`src/design/bda_pkg.sv`:
```
// Shared types and constants for the box-average downsampler.
// No dependencies; every other design file refers to this package by scoped names.
`default_nettype none

package bda_pkg;

  // Pixel channel and result position widths.
  localparam int unsigned PIX_W   = 8;
  localparam int unsigned NUM_CH  = 3;
  localparam int unsigned POS_W   = 11;
  localparam int unsigned ROW_W   = 11;

  // Image height limit and the width of the height register.
  localparam int unsigned H_W     = 12;
  localparam int unsigned H_MAX   = 2048;

  // Configuration port.
  localparam int unsigned CFG_W      = 12;
  localparam int unsigned CFG_IDX_W  = 2;
  localparam int unsigned BS_REG_W   = 5;
  localparam int unsigned DIM_REG_W  = 12;

  // Register indexes.
  localparam logic [CFG_IDX_W-1:0] REG_BLOCK_SIZE   = 2'd0;
  localparam logic [CFG_IDX_W-1:0] REG_IMAGE_WIDTH  = 2'd1;
  localparam logic [CFG_IDX_W-1:0] REG_IMAGE_HEIGHT = 2'd2;

  // Register reset values.
  localparam logic [BS_REG_W-1:0]  BLOCK_SIZE_RST   = 5'd8;
  localparam logic [DIM_REG_W-1:0] IMAGE_WIDTH_RST  = 12'd640;
  localparam logic [DIM_REG_W-1:0] IMAGE_HEIGHT_RST = 12'd480;

  // Depth of the command queue between the front and the back.
  localparam int unsigned QUEUE_DEPTH = 4;

  // Control flags carried with each command.
  typedef struct packed {
    logic first_row;  // first row of a block row: overwrite the column sum
    logic emit;       // bottom-right pixel of a block: produce an average
    logic frame_end;  // last block of the frame
  } cmd_ctl_t;

endpackage

`default_nettype wire

```
`src/design/bda_queue.sv`:
```
// Small command queue that decouples the front end from the back end.
// Depends on bda_pkg for its depth.
`default_nettype none

module bda_queue #(
  parameter int unsigned DATA_W = 64
) (
  input  wire logic              clk_i,
  input  wire logic              rst_ni,
  input  wire logic              push_i,
  input  wire logic [DATA_W-1:0] data_i,
  output logic                   full_o,
  input  wire logic              pop_i,
  output logic                   valid_o,
  output logic [DATA_W-1:0]      data_o
);

  localparam int unsigned DEPTH = bda_pkg::QUEUE_DEPTH;
  localparam int unsigned PTR_W = $clog2(DEPTH);
  localparam int unsigned CNT_W = $clog2(DEPTH + 1);

  logic [DATA_W-1:0] store_q [DEPTH];
  logic [PTR_W-1:0]  wr_ptr_q, wr_ptr_d;
  logic [PTR_W-1:0]  rd_ptr_q, rd_ptr_d;
  logic [CNT_W-1:0]  count_q, count_d;
  logic              do_push, do_pop;

  assign full_o  = (count_q == CNT_W'(DEPTH));
  assign valid_o = (count_q != '0);
  assign data_o  = store_q[rd_ptr_q];
  assign do_push = push_i && !full_o;
  assign do_pop  = pop_i && valid_o;

  // Pointer and fill-count update with explicit wrap.
  always_comb begin
    wr_ptr_d = wr_ptr_q;
    rd_ptr_d = rd_ptr_q;
    count_d  = count_q;
    if (do_push) begin
      wr_ptr_d = (32'(wr_ptr_q) == DEPTH - 1) ? '0 : wr_ptr_q + PTR_W'(1);
    end
    if (do_pop) begin
      rd_ptr_d = (32'(rd_ptr_q) == DEPTH - 1) ? '0 : rd_ptr_q + PTR_W'(1);
    end
    if (do_push && !do_pop) begin
      count_d = count_q + CNT_W'(1);
    end else if (do_pop && !do_push) begin
      count_d = count_q - CNT_W'(1);
    end
  end

  always_ff @(posedge clk_i or negedge rst_ni) begin
    if (!rst_ni) begin
      wr_ptr_q <= '0;
      rd_ptr_q <= '0;
      count_q  <= '0;
    end else begin
      wr_ptr_q <= wr_ptr_d;
      rd_ptr_q <= rd_ptr_d;
      count_q  <= count_d;
    end
  end

  // Entry storage.
  always_ff @(posedge clk_i) begin
    if (do_push) begin
      store_q[wr_ptr_q] <= data_i;
    end
  end

endmodule

`default_nettype wire

```
`config.mk`:
```
export PLATFORM = sky130hd
export DESIGN_NAME = bda_queue
export DESIGN_NICKNAME = d
export VERILOG_FILES = /design/src/design/bda_pkg.sv /design/src/design/bda_queue.sv
export SDC_FILE = /design/constraint.sdc
export NUM_CORES = 1
export LEC_CHECK = 0
export BUFFER_PORTS_ARGS = -buffer_cell sky130_fd_sc_hd__buf_2
export CORE_MARGIN = 3
export CORE_UTILIZATION = 40
export CTS_BUF_LIST = sky130_fd_sc_hd__clkbuf_4
export DETAILED_ROUTE_END_ITERATION = 6
export PLACE_DENSITY = 0.69
export SYNTH_ARGS = -nofsm -noshare
export SYNTH_HDL_FRONTEND = slang
export SYNTH_SLANG_ARGS = --single-unit
export TNS_END_PERCENT = 5
```
`constraint.sdc`:
```
create_clock -name clk_i -period 3.65 [get_ports clk_i]
set_input_delay 0 -clock clk_i [delete_from_list [all_inputs] [get_ports clk_i]]
set_output_delay 0 -clock clk_i [all_outputs]
set_load 0.005 [all_outputs]
```
# Word-level counts from Yosys, hierarchy flattened
# Memories as Yosys holds them, arrays and structs flattened.
# Cells that the tools add are included.
op_classes:
  addsub: 4
  n_eq_ne: 3
  mux: 6
  reduce_logical: 9
ops:
  columns: ["op", "count"]
  rows:
  - ["$mux 3", 2]
  - ["$add 2x1->2 const B", 2]
  - ["$eq 2x2->1 const B", 2]
  - ["$logic_and 1x1->1", 4]
  - ["$mux 2", 2]
  - ["$add 3x1->3 const B", 1]
  - ["$eq 3x3->1 const B", 1]
  - ["$logic_not 1->1", 3]
  - ["$reduce_bool 3->1", 1]
  - ["$sub 3x1->3 const B", 1]
  - ["$mux 1", 2]
  - ["$reduce_bool 2->1", 1]
word_totals:
  regBits: 7
  mem_bits_rw: 256
  in_bits: 68
  out_inout_bits: 66
  mem_count: 1
mem_list:
  columns: ["memory", "depth", "width", "read_ports", "rd_ports_with_merged_regs", "wr", "line", "source"]
  rows:
  - ["store_q", 4, 64, 1, 0, 1, "bda_queue.sv:22", "logic [DATA_W-1:0] store_q [DEPTH];"]

# Logic depth before layout (Yosys ltp)
# Gate-level depths: netlist (run 1).
logic_depth:
  word_depth: 7
  mapped_depth: 9
  depth_no_buf: 8

# Worst setup path after synthesis (run 1)
# OpenSTA, ideal clock, no wires.
synth_path:
  kind: "register to register"
  start: "register count_q[2]"
  end: "memory store_q[0][0] (enable)"
  setup_ns: 0.429
  arrival_time_ns: 2.311
  slack_ns: 0.910
  path_stages_with_launch: 5
  synth_period_minus_slack_ns: 2.740
  path_cell_list: "dfrtp_1 -> nor3b_2 -> nor2b_1 -> buf_2 -> and2_1"
synth_between:
  elab_chain_len: 5
synth_lines:
  columns: ["item", "line", "source"]
  rows:
  - ["from (decl)", "bda_queue.sv:25", "logic [CNT_W-1:0] count_q, count_d;"]
  - ["from (signal assigned)", "bda_queue.sv:60", "count_q <= count_d;"]
  - ["$eq 3x3->1", "bda_queue.sv:28", "assign full_o = (count_q == CNT_W'(DEPTH));"]
  - ["named net full_o", "bda_queue.sv:12", "output logic full_o,"]
  - ["$logic_not 1->1", "bda_queue.sv:31", "assign do_push = push_i && !full_o;"]
  - ["$logic_and 1x1->1", "bda_queue.sv:31", null]
  - ["named net do_push", "bda_queue.sv:26", "logic do_push, do_pop;"]
  - ["$mux 1", "bda_queue.sv:66", "if (do_push) begin"]
  - ["$mux 1 (implied by the code)", "bda_queue.sv:67", "store_q[wr_ptr_q] <= data_i;"]
  - ["to (decl)", "bda_queue.sv:22", null]
# The timed path passes the listed nets, and every way through them passes these cells.

# Final worst setup path (run 1)
layout_path:
  start: "register rd_ptr_q[0]"
  end: "output data_o[56]"
layout_between:
  elab_chain_len: 1
layout_lines:
  columns: ["item", "line", "source"]
  rows:
  - ["from (decl)", "bda_queue.sv:24", "logic [PTR_W-1:0] rd_ptr_q, rd_ptr_d;"]
  - ["from (signal assigned)", "bda_queue.sv:59", "rd_ptr_q <= rd_ptr_d;"]
  - ["$mem_v2 4x64", null, null]
  - ["to (decl)", "bda_queue.sv:15", "output logic [DATA_W-1:0] data_o"]
# No other way between the ends.

==> qor.csv, run 1 <==
stage,metric,value,unit
status,status,completed,
floorplan,start_util,41.0,%
logic_synthesis,avgSynthCellArea,26.1,um^2
layout,final_util,51.2,%
floorplan,coreArea,23600,um^2
critical_path,crit_family,flip-flops,
timing,rsz0062_at_grt,no,
timing,maxSlewHeadroom,33.4,%
critical_path,cp-end-kind,primary output,
timing,drv_slew,0,
cts,clk_path_buf_depth,3,
layout,synthToLayoutAreaGrowth,25.0,%
critical_path,critPathArrivalTime,2.62,ns
layout,nets,706,
routing,wire_per_inst,18.5,um
power_and_ir_drop,powerDensity,738,nW/um^2
floorplan,ios,134,
grt,grt_use_total,14.5,%
timing,final.period_utilization,71.8,%
power_and_ir_drop,irDropWorstVdd,0.444,mV
grt,antenna_found_initial,2,
layout,multi_input_area,1700,um^2
cts,cts_max_level,3,
min_path,hold_path.class,in2reg,
logic_synthesis,syn_inst,371,
grt,busiest_layer,met2,
routing,dr.pass1.iters,4,
timing,fmax,0.382,GHz
timing,hold_viol_final,0,
critical_path,path_class,reg2out,
critical_path,crit_buf_inv,2,
power_and_ir_drop,power,8.92,mW
timing,skew,0.0378,ns
grt,use_met1,18.0,%
cts,cts.clk_slew.worst_paths,0.06,ns
placed_design,gp_congestion,0.696,
routing,routed_wl,18200,um
grt,grt_overflow,0,
routing,drt_iter0_markers,273,
critical_path,cp_max_fo,32,
cts,cts_resized,0,
critical_path,cp_cell_sequence,"buf_4, mux4_2, buf_2",
logic_synthesis,ys_seq_area_share,81.3,%
cts,cts_tree,yes,
job,maxCapViolations,0,
routing,drc,0,
logic_synthesis,syn-num-nets,446,
critical_path,slowest_stage,dfrtp_4,
grt,grt_use_met3,5.31,%
placed_design,port_buffers,133,
routing,avgViaCountPerCell,4.79,
layout,final-seq-area,7870,um^2
cts,cts-root-buf,clkbuf_4,
logic_synthesis,ys_ff_latch,263,
timing,fin_crit,2.62,ns
floorplan,die_w,161,um
routing,ant_nets,0,
routing,via_count,4706,
floorplan,chipHeight,161,um
timing,tns,0,ns
logic_synthesis,yosysWarningCount,0,
grt,grt_max_degree,67,
logic_synthesis,netlist_area,9670,um^2
critical_path,start_kind,register,
critical_path,cp.required,3.65,ns
layout,final_common_cell,edfxtp_1,
logic_synthesis,synthDistinctLibCells,19,
grt,grt.met2_usage,23.7,%
grt,grt_pass1_vias,5303,
timing,worst_pin_slew,0.999,ns
floorplan,rows,56,
layout,layout-drive-gt1-share,46.8,%
floorplan,die-area,26100,um^2
grt,grt_pass1_wl,28800,um
cts,worstSkewPairLatency,0.63,ns
cts,clock_sinks,263,
timing,setup_violations,0,
power_and_ir_drop,power_leakage,4.23,nW
critical_path,cpPeakStageDelay,0.84,ns
layout,fillers,1944,
placed_design,hpwl,10700,um
cts,numCtsBuffers,69,
layout,layout_common_cells,"256 x edfxtp_1, 133 x buf_2, 95 x clkbuf_4",
## synth_stat cells
library cell / count / area share [%]
ha_1: 6 / 0.78
buf_4: 2 / 0.16
mux2_2: 5 / 0.58
mux4_2: 64 / 15
fa_1: 1 / 0.21
nand2_2: 1 / 0.065
nor3b_2: 1 / 0.13
xnor2_1: 1 / 0.091
clkbuf_1: 1 / 0.039
buf_6: 5 / 0.58
nor2b_1: 1 / 0.065
or3_1: 1 / 0.065
nor2_1: 3 / 0.12
xor2_1: 2 / 0.18
buf_2: 7 / 0.36
inv_1: 3 / 0.12
and2_1: 4 / 0.26
edfxtp_1: 256 / 79
dfrtp_1: 7 / 1.8
## final timing paths
path / endpoint / from / depth (start not counted) / slack, ns
max reg2reg: store_q[3][28]$_DFFE_PP_ / count_q[2]$_DFFE_PN0P_ / 3 / 1.27
max in group asynchronous: rd_ptr_q[1]$_DFFE_PN0P_ / rst_ni / 3 / 3.05
min: store_q[3][38]$_DFFE_PP_ / data_i[38] / 2 / 0.14
min reg2reg: count_q[2]$_DFFE_PN0P_ / count_q[2]$_DFFE_PN0P_ / 1 / 0.49
min in group asynchronous: count_q[1]$_DFFE_PN0P_ / rst_ni / 3 / 0.31
max: data_o[56] / rd_ptr_q[0]$_DFFE_PN0P_ / 3 / 1.03
## metrics by stage
step                hold slack [ns]  cells  cell area (um^2)  setup WS [ns]
floorplan                    -0.296    371              9670          0.910
global placement             -0.166    811             10700           1.42
detailed placement           -0.153    811             10700           1.24
CTS                          0.0716    981             12100          0.877
global route                 0.0869    983             12100          0.782
finish                        0.139    983             12100           1.03
## report_power, final
| part | internal (mW) | total, mW | switching [mW] |
|---|---|---|---|
| Combinational | 1.25 | 2.30 | 1.05 |
| Clock | 1.18 | 2.21 | 1.04 |
| Sequential | 4.00 | 4.40 | 0.399 |
| Total | 6.43 | 8.92 | 2.49 |
## registers in the layout (all words and copies together), names as in the netlist
| name | flops |
|---|---|
| rd_ptr_q | 2 |
| store_q | 256 |
| wr_ptr_q | 2 |
| count_q | 3 |
## metal layers
metal	share of wire, %	vias up
met5	0	-
met2	51	157
met1	40	2374
met4	1.9	0
met3	7.1	35
li1	-	2140
## area by class of cell
| cell class | instances | area share, % |
|---|---|---|
| clock buffers | 95 | 5.90 |
| diodes | 2 | 0.0414 |
| repair buffers | 204 | 11.3 |
| multi-input cells | 90 | 14.0 |
| well taps | 319 | 3.30 |
| clock inverters | 7 | 0.228 |
| flip-flops and latches | 263 | 65.1 |
| inverters | 3 | 0.0931 |
## kinds of logic (layout without fill, tap and decap cells)
logic type | Yosys count | in the layout | share of synthesized area [%]
flip-flops | 263 | 263 | 81.3
adder cells (fa/ha/maj) | 7 | 7 | 0.983
buffers and inverters | 18 | 309 | 1.25
other | 0 | 2 | 0
XOR/XNOR | 3 | 3 | 0.272
multiplexers | 69 | 69 | 15.5
AND/OR/NAND/NOR | 11 | 11 | 0.699
## what timing repair did
item / CTS / global route
hold buffers: 68 / 0
hold endpoints to repair: 270 / 0
setup buffers: 0 / 0
(Power assumes the default switching activity.)
==> run 2: changes to the inputs <==
Settings changed: ABC_AREA from default to 1, PLACE_DENSITY 0.69 to 0.71.
Clock period 3.65 ns to 2.2 ns, I/O delays scaled along.
==> run 2 against run 1 <==
Critical path depth rose by 1. Wire length rose by 21%. Core utilization fell by 0.59 points. Highest routed layer unchanged. Critical endpoint is now data_o[12]. Sequential power rose by 57%. Register-to-register slack got worse by 0.89 ns. Die area rose by 10%. First-iteration DRC count rose by 73%. Critical path type unchanged. Largest cell class unchanged. Non-clock buffer count rose by 15. Count of clock-buffer cells in the layout did not move.
==> qor.csv, run 2 <==
stage,metric,value,unit
cts,numCtsBuffers,68,
cts,clock_sinks,263,
logic_synthesis,synth_commonest_cells,"256 x edfxtp_1, 207 x nand2_1, 142 x inv_1",
power_and_ir_drop,sw_frac_of_total,33.8,%
floorplan,coreArea,26100,um^2
routing,ant_nets,0,
min_path,min_to,store_q[0][50]$_DFFE_PP_,
layout,layout_common_cells,"256 x edfxtp_1, 207 x nand2_1, 142 x inv_1",
floorplan,rows,59,
logic_synthesis,synth_area_leaders,"edfxtp_1 72%, o211ai_1 8.9%, nand2_1 7.3%, inv_1 5.0%, buf_6 2.7%",
layout,final_cell_area,13200,um^2
logic_synthesis,netlist_area,10700,um^2
layout,synthToLayoutAreaGrowth,23.8,%
power_and_ir_drop,seqPwrFrac,42.5,%
placed_design,hpwl,12600,um
status,status,completed,
power_and_ir_drop,p_switching,5.48,mW
layout,layout-drive-gt1-share,23.7,%
placed_design,port_buffers,133,
min_path,min_from,data_i[50],
layout,fin_cells,1438,
power_and_ir_drop,internal_power,10.7,mW
grt,grt_overflow,0,
critical_path,path_class,reg2out,
timing,hold_ws,0.111,ns
routing,dr.pass1.iters,6,
critical_path,r2r-end,count_q[2]$_DFFE_PN0P_,
critical_path,crit_path_start,rd_ptr_q[1]$_DFFE_PN0P_,
logic_synthesis,ys_ff_latch,263,
routing,wire_per_inst,15.3,um
logic_synthesis,synth_edf_count,256,
logic_synthesis,syn_inst,806,
grt,antenna_found_initial,1,
floorplan,ios,134,
logic_synthesis,synthDistinctLibCells,18,
routing,via_count,6715,
critical_path,slowest_stage,buf_4,
grt,grt_max_degree,65,
grt,grt_pass1_vias,6829,
logic_synthesis,syn-num-nets,881,
logic_synthesis,synth_most_common_cell,edfxtp_1,
logic_synthesis,yosys.area.top_type,edfxtp_1,
cts,cts-root-buf,clkbuf_4,
timing,setup_violations,0,
cts,cts_max_level,3,
timing,hold_viol_final,0,
routing,drc,0,
routing,drt_iter0_markers,472,
logic_synthesis,synth_ff_type,edfxtp_1,
cts,cts_tree,yes,
critical_path,cp_cell_sequence,"buf_4, o211ai_1, nand2_1, buf_2",
critical_path,r2r_start,count_q[1]$_DFFE_PN0P_,
routing,routed_wl,22000,um
critical_path,cp-end-kind,primary output,
layout,nets,1128,
critical_path,critPathArrivalTime,2.00,ns
timing,fmax,0.499,GHz
power_and_ir_drop,power_frac_comb,33.0,%
timing,worst_pin_slew,0.593,ns
timing,final.period_utilization,91.1,%
logic_synthesis,avgSynthCellArea,13.3,um^2
timing,tns,0,ns
logic_synthesis,yosysTopAreaCellShare,71.9,%
timing,rsz0062_at_grt,no,
logic_synthesis,ys_seq_area_share,73.6,%
cts,clk_path_buf_depth,3,
critical_path,cp_max_fo,46,
critical_path,rrSetupSlack,0.38,ns
placed_design,postPlaceCellArea,11700,um^2
placed_design,place_inst,1248,
min_path,hold_path.class,in2reg,
cts,cts.clk_slew.worst_paths,0.07,ns
grt,grt_use_total,15.4,%
min_path,holdPathStages,2,
power_and_ir_drop,power_frac_clock,24.5,%
layout,fillers,2263,
power_and_ir_drop,irDropWorstVdd,0.667,mV
routing,avgViaCountPerCell,4.67,
placed_design,gp_congestion,0.738,
critical_path,start_kind,register,
floorplan,chipHeight,169,um
job,maxCapViolations,0,
timing,drv_slew,0,
critical_path,reg2reg_depth,10,
timing,fin_crit,2.00,ns
critical_path,cp.required,2.20,ns
timing,maxSlewHeadroom,60.5,%
floorplan,die_w,169,um
layout,largest_reg_flops,256,
power_and_ir_drop,powerDensity,1230,nW/um^2
floorplan,start_util,40.9,%
logic_synthesis,synth-async-reset-ratio,2.66,%
layout,largest-register,store_q,
timing,skew,0.0316,ns
grt,grt_pass1_wl,34600,um
layout,top_regs,"store_q x256, count_q x3",
floorplan,die-area,28700,um^2
power_and_ir_drop,power_leakage,5.35,nW
layout,final_common_cell,edfxtp_1,
cts,worstSkewPairLatency,0.64,ns
critical_path,cpPeakStageDelay,0.50,ns
logic_synthesis,yosysWarningCount,0,
==> run 2: changes by cell type after synthesis, moves of 21 or more <==
cell	previous run	this run
o211ai_1	0	127
mux4_2	64	0
nand2_1	0	207
buf_6	5	26
inv_1	3	142
==> run 2: power by group through the flow <==
stage	Clock, mW	Sequential, mW	Combinational (mW)
2_1_floorplan	0	6.91	3.53
3_3_place_gp	0	7.04	5.07
3_5_place_dp	0	7.07	5.16
4_1_cts	4.13	6.92	5.41
5_1_grt	4.41	6.96	6.03
6_report	3.98	6.89	5.35
==> run 2: worst max path at each step <==
stage	slack (ns)	endpoint
final	0.20	data_o[12]
after global routing	0.02	data_o[12]
after CTS	0.01	data_o[38]
after detailed placement	0.42	count_q[1]$_DFFE_PN0P_
after global placement	0.48	count_q[2]$_DFFE_PN0P_
after floorplan	-0.66	store_q[0][0]$_DFFE_PP_
==> run 2: critical path, delay by kind of cell (launching register included) <==
| family | cells | cell delay (ns) |
|---|---|---|
| buffers and inverters | 2 | 0.63 |
| and+or+nand+nor | 1 | 0.16 |
| AOI/OAI and AO/OA | 1 | 0.19 |
| DFF | 1 | 0.38 |
==> run 2: logic make-up (layout without fill, tap and decap cells) <==
family	count (synthesis)	in the layout	synth area share [%]
simple gates	221	221	7.87
buf+inv	185	480	8.52
flops	263	263	73.6
xor+xnor	1	1	0.0820
other cells	0	2	0
compound gates	129	129	9.08
fa+ha+maj	7	7	0.890
==> run 2: area by class of cell <==
cell class,instances,area [um^2],area share (%)
sequential,263,7870,59.5
multi-input combinational,358,1950,14.7
timing repair buffer,219,1620,12.2
clock buffer,95,713,5.39
inverter,143,537,4.06
tap,335,419,3.17
clock inverter,23,124,0.936
antenna,2,5.00,0.0378
==> run 2: layer usage <==
layer  wire, um  share of wire (%)  track usage [%]  vias to the layer above
li1           -                  -                -                     3344
met1       9200                 42             18.3                     3129
met2      11100                 50             26.3                      205
met3       1240                5.6             4.05                       37
met4        478                2.2             6.97                        0
met5          0                  0                0                        -
==> run 2: repair_timing <==
| action | CTS | global route |
|---|---|---|
| endpoints found under the hold margin | 270 | 0 |
| endpoints found under the setup margin | 42 | 32 |
| gates resized for setup | 0 | 0 |
| setup buffers | 1 | 1 |
| hold buffers | 68 | 0 |
==> run 2: per-stage QoR <==
| step | setup WS [ns] | utilization [%] | total power, mW |
|---|---|---|---|
| after CTS | 0.0123 | 50.6 | 16.5 |
| final | 0.196 | 50.6 | 16.2 |
| after global placement | 0.481 | 44.6 | 12.1 |
| after floorplan | -0.662 | - | 10.4 |
| after detailed placement | 0.423 | 44.6 | 12.2 |
| after global routing | 0.0243 | 50.6 | 17.4 |
