`src/design/bda_pkg.sv`:
```
// Shared types and constants for the box-average downsampler.
// No dependencies; every other design file refers to this package by scoped names.
`default_nettype none

package bda_pkg;

  // Pixel channel and result position widths.
  localparam int unsigned PIX_W   = 8;
  localparam int unsigned NUM_CH  = 3;
  localparam int unsigned POS_W   = 11;
  localparam int unsigned ROW_W   = 11;

  // Image height limit and the width of the height register.
  localparam int unsigned H_W     = 12;
  localparam int unsigned H_MAX   = 2048;

  // Configuration port.
  localparam int unsigned CFG_W      = 12;
  localparam int unsigned CFG_IDX_W  = 2;
  localparam int unsigned BS_REG_W   = 5;
  localparam int unsigned DIM_REG_W  = 12;

  // Register indexes.
  localparam logic [CFG_IDX_W-1:0] REG_BLOCK_SIZE   = 2'd0;
  localparam logic [CFG_IDX_W-1:0] REG_IMAGE_WIDTH  = 2'd1;
  localparam logic [CFG_IDX_W-1:0] REG_IMAGE_HEIGHT = 2'd2;

  // Register reset values.
  localparam logic [BS_REG_W-1:0]  BLOCK_SIZE_RST   = 5'd8;
  localparam logic [DIM_REG_W-1:0] IMAGE_WIDTH_RST  = 12'd640;
  localparam logic [DIM_REG_W-1:0] IMAGE_HEIGHT_RST = 12'd480;

  // Depth of the command queue between the front and the back.
  localparam int unsigned QUEUE_DEPTH = 4;

  // Control flags carried with each command.
  typedef struct packed {
    logic first_row;  // first row of a block row: overwrite the column sum
    logic emit;       // bottom-right pixel of a block: produce an average
    logic frame_end;  // last block of the frame
  } cmd_ctl_t;

endpackage

`default_nettype wire

```
`src/design/bda_front.sv`:
```
// Front end of the box-average downsampler: configuration registers, pixel
// position counters and classification of each pixel into a command.
// Depends on bda_pkg.
`default_nettype none

module bda_front #(
  parameter int unsigned MAX_WIDTH = 2048,
  parameter int unsigned MAX_BLOCK = 16
) (
  input  wire logic                                 clk_i,
  input  wire logic                                 rst_ni,
  // Configuration write port.
  input  wire logic                                 cfg_we_i,
  input  wire logic [bda_pkg::CFG_IDX_W-1:0]        cfg_idx_i,
  input  wire logic [bda_pkg::CFG_W-1:0]            cfg_data_i,
  // Pixel input channel.
  input  wire logic                                 in_valid_i,
  output logic                                      in_stall_o,
  input  wire logic [bda_pkg::PIX_W-1:0]            red_in_i,
  input  wire logic [bda_pkg::PIX_W-1:0]            green_in_i,
  input  wire logic [bda_pkg::PIX_W-1:0]            blue_in_i,
  // Command queue write side.
  input  wire logic                                 q_full_i,
  output logic                                      push_o,
  output bda_pkg::cmd_ctl_t                         cmd_ctl_o,
  output logic [$clog2(MAX_WIDTH)-1:0]              cmd_addr_o,
  output logic [$clog2(MAX_WIDTH)-1:0]              cmd_first_o,
  output logic [bda_pkg::POS_W-1:0]                 cmd_bcol_o,
  output logic [bda_pkg::POS_W-1:0]                 cmd_brow_o,
  output logic [bda_pkg::NUM_CH-1:0][bda_pkg::PIX_W-1:0] cmd_pix_o,
  // Effective block size and block area for the back end.
  output logic [$clog2(MAX_BLOCK+1)-1:0]            bs_o,
  output logic [2*$clog2(MAX_BLOCK+1)-1:0]          area_o
);

  localparam int unsigned COL_AW = $clog2(MAX_WIDTH);
  localparam int unsigned W_W    = $clog2(MAX_WIDTH + 1);
  localparam int unsigned BS_W   = $clog2(MAX_BLOCK + 1);
  localparam int unsigned OFF_W  = $clog2(MAX_BLOCK);
  localparam int unsigned AREA_W = 2 * BS_W;
  localparam int unsigned XW     = ((W_W > BS_W) ? W_W : BS_W) + 2;
  localparam int unsigned YW     = ((bda_pkg::H_W > BS_W) ? bda_pkg::H_W : BS_W) + 2;

  // Configuration registers.
  logic [bda_pkg::BS_REG_W-1:0]  block_size_q;
  logic [bda_pkg::DIM_REG_W-1:0] image_width_q;
  logic [bda_pkg::DIM_REG_W-1:0] image_height_q;

  // Position counters.
  logic [COL_AW-1:0]         pix_col_q, pix_col_d;
  logic [OFF_W-1:0]          off_x_q, off_x_d;
  logic [COL_AW-1:0]         blk_col_q, blk_col_d;
  logic [COL_AW-1:0]         first_col_q, first_col_d;
  logic [bda_pkg::ROW_W-1:0] pix_row_q, pix_row_d;
  logic [OFF_W-1:0]          off_y_q, off_y_d;
  logic [bda_pkg::ROW_W-1:0] blk_row_q, blk_row_d;
  logic [bda_pkg::ROW_W-1:0] first_row_q, first_row_d;

  logic [BS_W-1:0]           bs;
  logic [W_W-1:0]            w_eff;
  logic [bda_pkg::H_W-1:0]   h_eff;
  logic                      accept;
  logic                      col_ok, row_ok, col_last, row_last;
  logic                      last_x, last_y;
  logic [W_W-1:0]            col_nxt;
  logic [bda_pkg::H_W-1:0]   row_nxt;

  // Clamp the registers to their usable ranges.
  always_comb begin
    if (block_size_q == '0) begin
      bs = BS_W'(1);
    end else if (32'(block_size_q) > MAX_BLOCK) begin
      bs = BS_W'(MAX_BLOCK);
    end else begin
      bs = BS_W'(block_size_q);
    end
    if (image_width_q == '0) begin
      w_eff = W_W'(1);
    end else if (32'(image_width_q) > MAX_WIDTH) begin
      w_eff = W_W'(MAX_WIDTH);
    end else begin
      w_eff = W_W'(image_width_q);
    end
    if (image_height_q == '0) begin
      h_eff = bda_pkg::H_W'(1);
    end else if (32'(image_height_q) > bda_pkg::H_MAX) begin
      h_eff = bda_pkg::H_W'(bda_pkg::H_MAX);
    end else begin
      h_eff = image_height_q;
    end
  end

  assign bs_o   = bs;
  assign area_o = AREA_W'(bs) * AREA_W'(bs);

  // Classify the current position against the whole-block area.
  assign col_ok   = (XW'(first_col_q) + XW'(bs)) <= XW'(w_eff);
  assign row_ok   = (YW'(first_row_q) + YW'(bs)) <= YW'(h_eff);
  assign col_last = (XW'(first_col_q) + (XW'(bs) << 1)) > XW'(w_eff);
  assign row_last = (YW'(first_row_q) + (YW'(bs) << 1)) > YW'(h_eff);
  assign last_x   = BS_W'(off_x_q) == (bs - BS_W'(1));
  assign last_y   = BS_W'(off_y_q) == (bs - BS_W'(1));

  assign in_stall_o = q_full_i;
  assign accept     = in_valid_i && !in_stall_o;
  assign push_o     = accept && col_ok && row_ok;

  // Command fields for the back end.
  always_comb begin
    cmd_ctl_o.first_row = (off_y_q == '0);
    cmd_ctl_o.emit      = last_x && last_y;
    cmd_ctl_o.frame_end = col_last && row_last;
  end
  assign cmd_addr_o  = pix_col_q;
  assign cmd_first_o = first_col_q;
  assign cmd_bcol_o  = bda_pkg::POS_W'(blk_col_q);
  assign cmd_brow_o  = blk_row_q;
  assign cmd_pix_o   = {red_in_i, green_in_i, blue_in_i};

  // Advance the raster position; any register write restarts the frame.
  always_comb begin
    pix_col_d   = pix_col_q;
    off_x_d     = off_x_q;
    blk_col_d   = blk_col_q;
    first_col_d = first_col_q;
    pix_row_d   = pix_row_q;
    off_y_d     = off_y_q;
    blk_row_d   = blk_row_q;
    first_row_d = first_row_q;
    col_nxt     = W_W'(pix_col_q) + W_W'(1);
    row_nxt     = bda_pkg::H_W'(pix_row_q) + bda_pkg::H_W'(1);
    if (cfg_we_i) begin
      pix_col_d   = '0;
      off_x_d     = '0;
      blk_col_d   = '0;
      first_col_d = '0;
      pix_row_d   = '0;
      off_y_d     = '0;
      blk_row_d   = '0;
      first_row_d = '0;
    end else if (accept) begin
      pix_col_d = COL_AW'(col_nxt);
      if ((BS_W'(off_x_q) + BS_W'(1)) >= bs) begin
        off_x_d     = '0;
        blk_col_d   = blk_col_q + COL_AW'(1);
        first_col_d = COL_AW'(XW'(first_col_q) + XW'(bs));
      end else begin
        off_x_d = off_x_q + OFF_W'(1);
      end
      if (col_nxt >= w_eff) begin
        pix_col_d   = '0;
        off_x_d     = '0;
        blk_col_d   = '0;
        first_col_d = '0;
        pix_row_d   = bda_pkg::ROW_W'(row_nxt);
        if ((BS_W'(off_y_q) + BS_W'(1)) >= bs) begin
          off_y_d     = '0;
          blk_row_d   = blk_row_q + bda_pkg::ROW_W'(1);
          first_row_d = bda_pkg::ROW_W'(YW'(first_row_q) + YW'(bs));
        end else begin
          off_y_d = off_y_q + OFF_W'(1);
        end
        if (row_nxt >= h_eff) begin
          pix_row_d   = '0;
          off_y_d     = '0;
          blk_row_d   = '0;
          first_row_d = '0;
        end
      end
    end
  end

  // Configuration registers.
  always_ff @(posedge clk_i or negedge rst_ni) begin
    if (!rst_ni) begin
      block_size_q   <= bda_pkg::BLOCK_SIZE_RST;
      image_width_q  <= bda_pkg::IMAGE_WIDTH_RST;
      image_height_q <= bda_pkg::IMAGE_HEIGHT_RST;
    end else if (cfg_we_i) begin
      unique case (cfg_idx_i)
        bda_pkg::REG_BLOCK_SIZE:   block_size_q   <= cfg_data_i[bda_pkg::BS_REG_W-1:0];
        bda_pkg::REG_IMAGE_WIDTH:  image_width_q  <= cfg_data_i[bda_pkg::DIM_REG_W-1:0];
        bda_pkg::REG_IMAGE_HEIGHT: image_height_q <= cfg_data_i[bda_pkg::DIM_REG_W-1:0];
        default: ;
      endcase
    end
  end

  // Position counter registers.
  always_ff @(posedge clk_i or negedge rst_ni) begin
    if (!rst_ni) begin
      pix_col_q   <= '0;
      off_x_q     <= '0;
      blk_col_q   <= '0;
      first_col_q <= '0;
      pix_row_q   <= '0;
      off_y_q     <= '0;
      blk_row_q   <= '0;
      first_row_q <= '0;
    end else begin
      pix_col_q   <= pix_col_d;
      off_x_q     <= off_x_d;
      blk_col_q   <= blk_col_d;
      first_col_q <= first_col_d;
      pix_row_q   <= pix_row_d;
      off_y_q     <= off_y_d;
      blk_row_q   <= blk_row_d;
      first_row_q <= first_row_d;
    end
  end

endmodule

`default_nettype wire

```
`config.mk`:
```
export PLATFORM = sky130hd
export DESIGN_NAME = bda_front
export DESIGN_NICKNAME = d
export VERILOG_FILES = /design/src/design/bda_pkg.sv /design/src/design/bda_front.sv
export SDC_FILE = /design/constraint.sdc
export NUM_CORES = 1
export LEC_CHECK = 0
export ABC_AREA = 0
export BUFFER_PORTS_ARGS = -buffer_cell sky130_fd_sc_hd__buf_4
export CORE_ASPECT_RATIO = 0.5
export CORE_UTILIZATION = 45
export DETAILED_ROUTE_END_ITERATION = 12
export PLACE_DENSITY = 0.68
export RECOVER_POWER = 100
export SYNTH_ARGS = -nofsm -noshare
export SYNTH_HDL_FRONTEND = slang
export SYNTH_SLANG_ARGS = --single-unit
```
`constraint.sdc`:
```
create_clock -name clk_i -period 4.4 [get_ports clk_i]
set_input_delay 0.88 -clock clk_i [delete_from_list [all_inputs] [get_ports clk_i]]
set_output_delay 0.88 -clock clk_i [all_outputs]
set_load 0.1 [all_outputs]
```
# == After elaboration in Yosys (flattened, before gate mapping) ==
# Index checks and enable logic that the tools add are counted.
# totals
ff_bits,103
latchBits,0
ramBits,0
romBits,0
inputBits,43
elab_cells,101
mem_count,0
# op_classes
addsub,13
n_mul,1
div,0
magnitude_cmp,11
eq_ne,4
shift,0
mux,40
bitwise_logic,0
n_reduce_logical,21
# ops
operator,n
two-way mux 11 bit,25
two-way mux 12 bit,4
two-way mux 4 bit,9
<= comparator 14 x 12 -> 1 bit,2
"adder 11 x 1 -> 12 bit, second input constant",2
adder 11 x 5 -> 12 bit,2
adder 11 x 6 -> 12 bit,2
>= comparator 12 bit,2
greater-than comparator 12 bit,2
"greater-than comparator 12 bit, second input constant",2
zero test 12 bit,2
"adder 11 x 1 -> 11 bit, second input constant",2
"adder 4 x 1 -> 5 bit, second input constant",2
== test 4 x 5 -> 1 bit,2
>= comparator 5 bit,2
multiplier 5 x 5 -> 10 bit,1
two-way mux 5 bit,2
AND reduction 2 bit,5
"adder 4 x 1 -> 4 bit, second input constant",2
nonzero test 3 bit,2
"greater-than comparator 5 bit, second input constant",1
logical AND 1 bit,5
zero test 5 bit,1
"subtractor 5 x 1 -> 5 bit, second input constant",1
other kinds (7),8

# == Depth between registers and ports, before layout ==
# logic_depth
ltp_word,9
ltp_mapped,17
ltp_nobuf,17

# == Worst setup path before layout ==
# OpenSTA, ideal clock, no wires.
# synth_timing
path_type,register to output
startpoint,register block_size_q[4] (netlist name)
endpoint,output cmd_ctl_o[1] (netlist name)
t_arrival_ns,8.297
required_time_ns,3.520
path_slack_ns,-4.777
stages_incl_launch_ff,9
path_buffers,0
path_cell_list,dfrtp_1 -> nor2b_1 -> inv_1 -> ha_1 -> inv_1 -> xnor2_1 -> and3_1 -> o2111ai_1 -> a2111oi_0
# synth_rtl
item,line_no,text
"start, declared",bda_front.sv:45,logic [bda_pkg::BS_REG_W-1:0] block_size_q;
"start signal, assigned",bda_front.sv:176,block_size_q <= bda_pkg::BLOCK_SIZE_RST;
"start signal, assigned",bda_front.sv:181,bda_pkg::REG_BLOCK_SIZE: block_size_q <= cfg_data_i[bda_pkg::BS_REG_W-1:0];
"end, declared",bda_front.sv:25,"output bda_pkg::cmd_ctl_t cmd_ctl_o,"

# == Worst setup path in the final report ==
# layout_timing
startpoint,register block_size_q[3] (netlist name)
endpoint,output push_o
# layout_between
elab_chain_cells,7
word_cells_on_any_way,10
# layout_lines
item,line_no,text
greater-than comparator 5 bit,bda_front.sv:72,end else if (32'(block_size_q) > MAX_BLOCK) begin
two-way mux 5 bit,bda_front.sv:72,
two-way mux 5 bit *,bda_front.sv:70,if (block_size_q == '0) begin
adder 11 x 5 -> 12 bit,-,
<= comparator 14 x 12 -> 1 bit,bda_front.sv:97,assign col_ok = (XW'(first_col_q) + XW'(bs)) <= XW'(w_eff);
logical AND 1 bit,bda_front.sv:106,assign push_o = accept && col_ok && row_ok;
logical AND 1 bit *,bda_front.sv:106,
"end, declared",bda_front.sv:24,"output logic push_o,"
# Every way passes the cells marked *; elsewhere a longest branch is shown, timed or not.

==> flow_results.org <==
** Outcome
- Outcome :: finished, violations left
- The checks that failed: max-capacitance violations, max-slew violations, negative setup slack.

** Synth
- Most common library cells after synthesis :: sky130_fd_sc_hd__ha_1, sky130_fd_sc_hd__dfrtp_1, sky130_fd_sc_hd__nand2_1
- Portion of synthesized cell area occupied by the leading cell type :: between 20 and 30%
- By instance count, the leading cell after synthesis is sky130_fd_sc_hd__ha_1.
- Of the total synthesized cell area, the portion taken by full adders, half adders and majority gates is 19.4%.
- Leading cell types by total area after synthesis :: sky130_fd_sc_hd__dfrtp_1, sky130_fd_sc_hd__ha_1, sky130_fd_sc_hd__mux2_2, sky130_fd_sc_hd__a22o_1, sky130_fd_sc_hd__xnor2_1
- Count of distinct cell types in the synthesized netlist :: 64
- Number of flip-flops and latches in the synthesized netlist :: just over 100
- By area, the combinational part of the netlist is dominated by adder cells.
- Area of the mapped netlist :: 8620 um2
- Mux cell area share after synthesis :: 3.92%
- Compound-Gate Fraction of Synth Area :: a little under a fifth
- Counting flops with a built-in enable in the synthesized netlist gives 0.
- After synthesis, flip-flops and latches occupy 30.0% of the total area.
- For this run, the leading register cell type out of synthesis is sky130_fd_sc_hd__dfrtp_1.
- Synthesis Warnings :: 0
- The biggest area contributor in the post-synthesis netlist is sky130_fd_sc_hd__dfrtp_1.
- The synthesized netlist devotes 6.81% of its cell area to XOR and XNOR gates.
- Summing the areas of all and, or, nand and nor instances in the mapped netlist gives between 10% and 20% of the synthesized area.
- Synthesis produced 908 cells.
- Async S/R FF share, synth :: 100%
- In this run the mean area of a mapped cell was 9.49 um2.

** Critical path
- The worst setup path is captured at a primary output.
- Startpoint class of the critical path :: flip-flop
- CP dominant cell by count :: sky130_fd_sc_hd__nand3_1
- For this design, the slowest cell found on the critical path is sky130_fd_sc_hd__dfstp_2.
- For this run, the slowest stage of the critical path takes 0.39 ns.
- The critical path is of the reg -> out type.
- Data on the critical path arrives at its endpoint at 4.00 ns.
- Walking the worst path, the cells encountered are nor3_2 -> nor2_2 -> nor2_4 -> ha_4 -> fa_2 -> a21oi_2 -> o211ai_1 -> nand3_1 -> xnor2_1 -> ha_1 -> and4_1 -> nand3_1 -> or3_1 -> nor2b_1 -> o21ai_2 -> and4b_4 -> buf_12.
- CP top delay family :: simple AND/OR/NAND/NOR gates
- WP buf/inv :: 1
- Critical-path maximum fanout :: 5
- For the worst setup path, the data required time is between 3 and 4 ns.

** Die
- After floorplanning, the core was divided into 35 placement rows.
- The die covers 19700 um2.
- The floorplan step set the die width to 198 um.
- Once the floorplan was initialized, standard cells occupied between 40% and 50% of the core.
- Core box area :: 18600 um2
- Die height :: 99.8 um
- Pin placement for this block handled 131 I/O pins.

** Power
- Across the VDD grid, the largest voltage drop is 0.000290 V.
- Power consumption :: 5.29 mW
- In this run the static leakage power is 4.95 nW.
- For this design the ratio of total power to cell area is 503 nW/um2.

** Clock network
- Maximum root-to-sink buffer count :: 2
- Hold repair after CTS inserted 0 buffers.
- Clock latency on the worst-skew pair, taken at its later pin, is 0.36 ns.
- The number of clock buffers added by TritonCTS is 9.
- Clock root buffer :: sky130_fd_sc_hd__clkbuf_16
- Sink Count :: 103
- Level count of the clock H-tree :: 3
- TritonCTS clock tree :: done
- Clock-pin slew on the worst setup and hold paths :: 0.08 ns

** Timing
- Final setup violating endpoints :: 7
- Of the available clock period, the critical path in the final layout requires 111%.
- Setup repair after global routing could not meet its margin everywhere.
- Summed over all failing endpoints, the final setup total negative slack is -2.25 ns.
- Fin. Hold Viols :: 0
- Relative slew margins :: -29.8%
- Minimum clock period :: 4.88 ns
- WHS :: 0.514 ns
- Number of max-slew violations in the final report :: 106
- After layout, the worst setup slack is -0.478 ns.
- For the final database, setup skew stands at ~0.012 ns.
- Peak Freq :: 205 MHz
- Tightest Pin Transition :: 1.95 ns

** Worst hold path
- Worst hold path class :: reg -> reg

** Placement
- Last weighted congestion value of the routability-driven placer :: 0.882
- Detailed placement finished with a half-perimeter wire length of 18000 um.
- # port buffers :: 81

** Cells and area
- The number of antenna diodes in the final layout is 0.
- Post-layout net count :: 1212
- Cells with a size suffix above 1 make up a little under a quarter of the layout.
- Cells fill 56.6% of the core in the end.
- Relative to the synthesized area, the layout overhead comes to 22.0%.

** Detailed routing
- The first routing iteration left 420 violations.
- In the routed layout, each cell is associated on average with a via count of 5.66.
- Wires add up to about 23000 um.
- After detailed routing, the average wire length per cell comes to 17.9 um.
- After detailed routing, the number of remaining DRC violations is 0.
- Overall via count from detail_route :: 7385
- Count of nets left with antenna violations after detail routing :: 0
- The pre-antenna-repair detailed-routing pass consisted of 5 iterations.

** Global route
- Summed over all layers, the global routing overflow is 0.
- Global routing consumed, over all layers together, 24.6% of the routing resources.
- Maximum number of pins on one net before global-route repair :: 69
- The via count of the first global-routing pass was 7438.
- The number of antenna violations at the first check in global routing is 0.
- The first global-routing pass estimated 38200 um of wire.

** Job
- Across the run, the number of max-cap violations was 2.
[area by class of cell]
cell class,instances,area (um2)
multi-input combinational,725,5960
timing repair buffer,174,1230
tap,259,324
fill,1703,8060
clock inverter,6,63.8
inverter,27,111
clock buffer,10,229
sequential,103,2590
[state kept, by name (all words and copies together) (netlist names)]
register and count:
image_height_q 12, image_width_q 12, cmd_addr_o 11, cmd_bcol_o 11
cmd_brow_o 11, cmd_first_o 11, first_row_q 11, pix_row_q 11
block_size_q 5, off_x_q 4, off_y_q 4
[metrics by stage]
step,instance area [um2],instances,setup WS (ns)
after detailed placement,10100,1274,-0.315
after global routing,10500,1304,-0.695
final,10500,1304,-0.478
after global placement,10100,1274,-0.218
after floorplan,8900,911,-0.393
after CTS,10600,1298,-0.432
[power by group]
group          internal (mW)  total [mW]  switching, mW  leakage, nW
Clock                  0.401       0.815          0.414        0.140
Sequential              1.09        1.27          0.187         1.36
Combinational           1.19        3.20           2.01         3.46
[path summary, 6_finish.rpt]
path                                               from                      endpoint  slack (ns)  cells past startpoint
hold / removal             image_width_q[0]$_DFFE_PN0P_  image_width_q[0]$_DFFE_PN0P_        0.51                      1
min in group asynchronous                        rst_ni      pix_row_q[9]$_DFFE_PN0P_        0.99                      1
max in group asynchronous                        rst_ni    cmd_first_o[7]$_DFFE_PN0P_        0.84                      2
hold reg to reg            image_width_q[0]$_DFFE_PN0P_  image_width_q[0]$_DFFE_PN0P_        0.51                      1
setup / recovery            block_size_q[3]$_DFFE_PN1P_                        push_o       -0.48                     17
setup reg to reg              cmd_addr_o[0]$_DFFE_PN0P_        off_y_q[2]$_DFFE_PN0P_        0.33                     12
[worst register-to-register path: stages, from the launching register on]
cell and delay (ns):
sky130_fd_sc_hd__dfrtp_1 0.47, sky130_fd_sc_hd__ha_1 0.23, sky130_fd_sc_hd__nand3_1 0.14, sky130_fd_sc_hd__nor2_1 0.26
sky130_fd_sc_hd__xor2_1 0.24, sky130_fd_sc_hd__ha_1 0.28, sky130_fd_sc_hd__and4_1 0.21, sky130_fd_sc_hd__o21ai_0 0.08
sky130_fd_sc_hd__o221ai_1 0.36, sky130_fd_sc_hd__a31oi_2 0.93, sky130_fd_sc_hd__clkbuf_1 0.47, sky130_fd_sc_hd__nor3_1 0.13
sky130_fd_sc_hd__a21o_1 0.17
[logic make-up after synthesis]
family,Yosys count
adder cells (fa/ha/maj),129
AO/OA/AOI/OAI,216
other,2
flip-flops,103
multiplexers,30
AND/OR/NAND/NOR,278
XOR/XNOR,67
buffers and inverters,83
[timing repair]
| action | in CTS | in global routing |
|---|---|---|
| pin swaps | 22 | 18 |
| endpoints found under the setup margin | 8 | 8 |
| endpoints found under the hold margin | 0 | 0 |
| setup buffers | 8 | 9 |
| gates resized for setup | 44 | 18 |
[layout by cell type (no fill, tap or decap), types with 14 or more instances in the layout]
cell type,synthesis,final
sky130_fd_sc_hd__mux2_2,30,30
sky130_fd_sc_hd__o21ai_0,45,40
sky130_fd_sc_hd__ha_1,121,113
sky130_fd_sc_hd__a21o_1,17,17
sky130_fd_sc_hd__nand2_1,69,64
sky130_fd_sc_hd__nor2b_1,15,14
sky130_fd_sc_hd__inv_1,27,23
sky130_fd_sc_hd__nand3_1,30,30
sky130_fd_sc_hd__clkbuf_1,14,57
sky130_fd_sc_hd__nor2_1,66,65
sky130_fd_sc_hd__a21oi_1,44,30
sky130_fd_sc_hd__dfrtp_1,96,95
sky130_fd_sc_hd__and3_1,18,16
sky130_fd_sc_hd__a22o_1,37,37
sky130_fd_sc_hd__buf_4,28,103
sky130_fd_sc_hd__xor2_1,30,29
sky130_fd_sc_hd__xnor2_1,37,32
[layer usage]
| metal | part of all wire [%] | GRT usage [%] | vias to the layer above | wire (um) |
|---|---|---|---|---|
| met1 | 47 | 34.1 | 3622 | 11000 |
| met5 | 0 | 0 | - | 0 |
| met3 | 4.8 | 3.19 | 20 | 1110 |
| met2 | 48 | 41.7 | 188 | 11100 |
| li1 | - | - | 3555 | - |
| met4 | 0.71 | 4.17 | 0 | 166 |
Note: power is estimated with default switching activity, not from simulation.
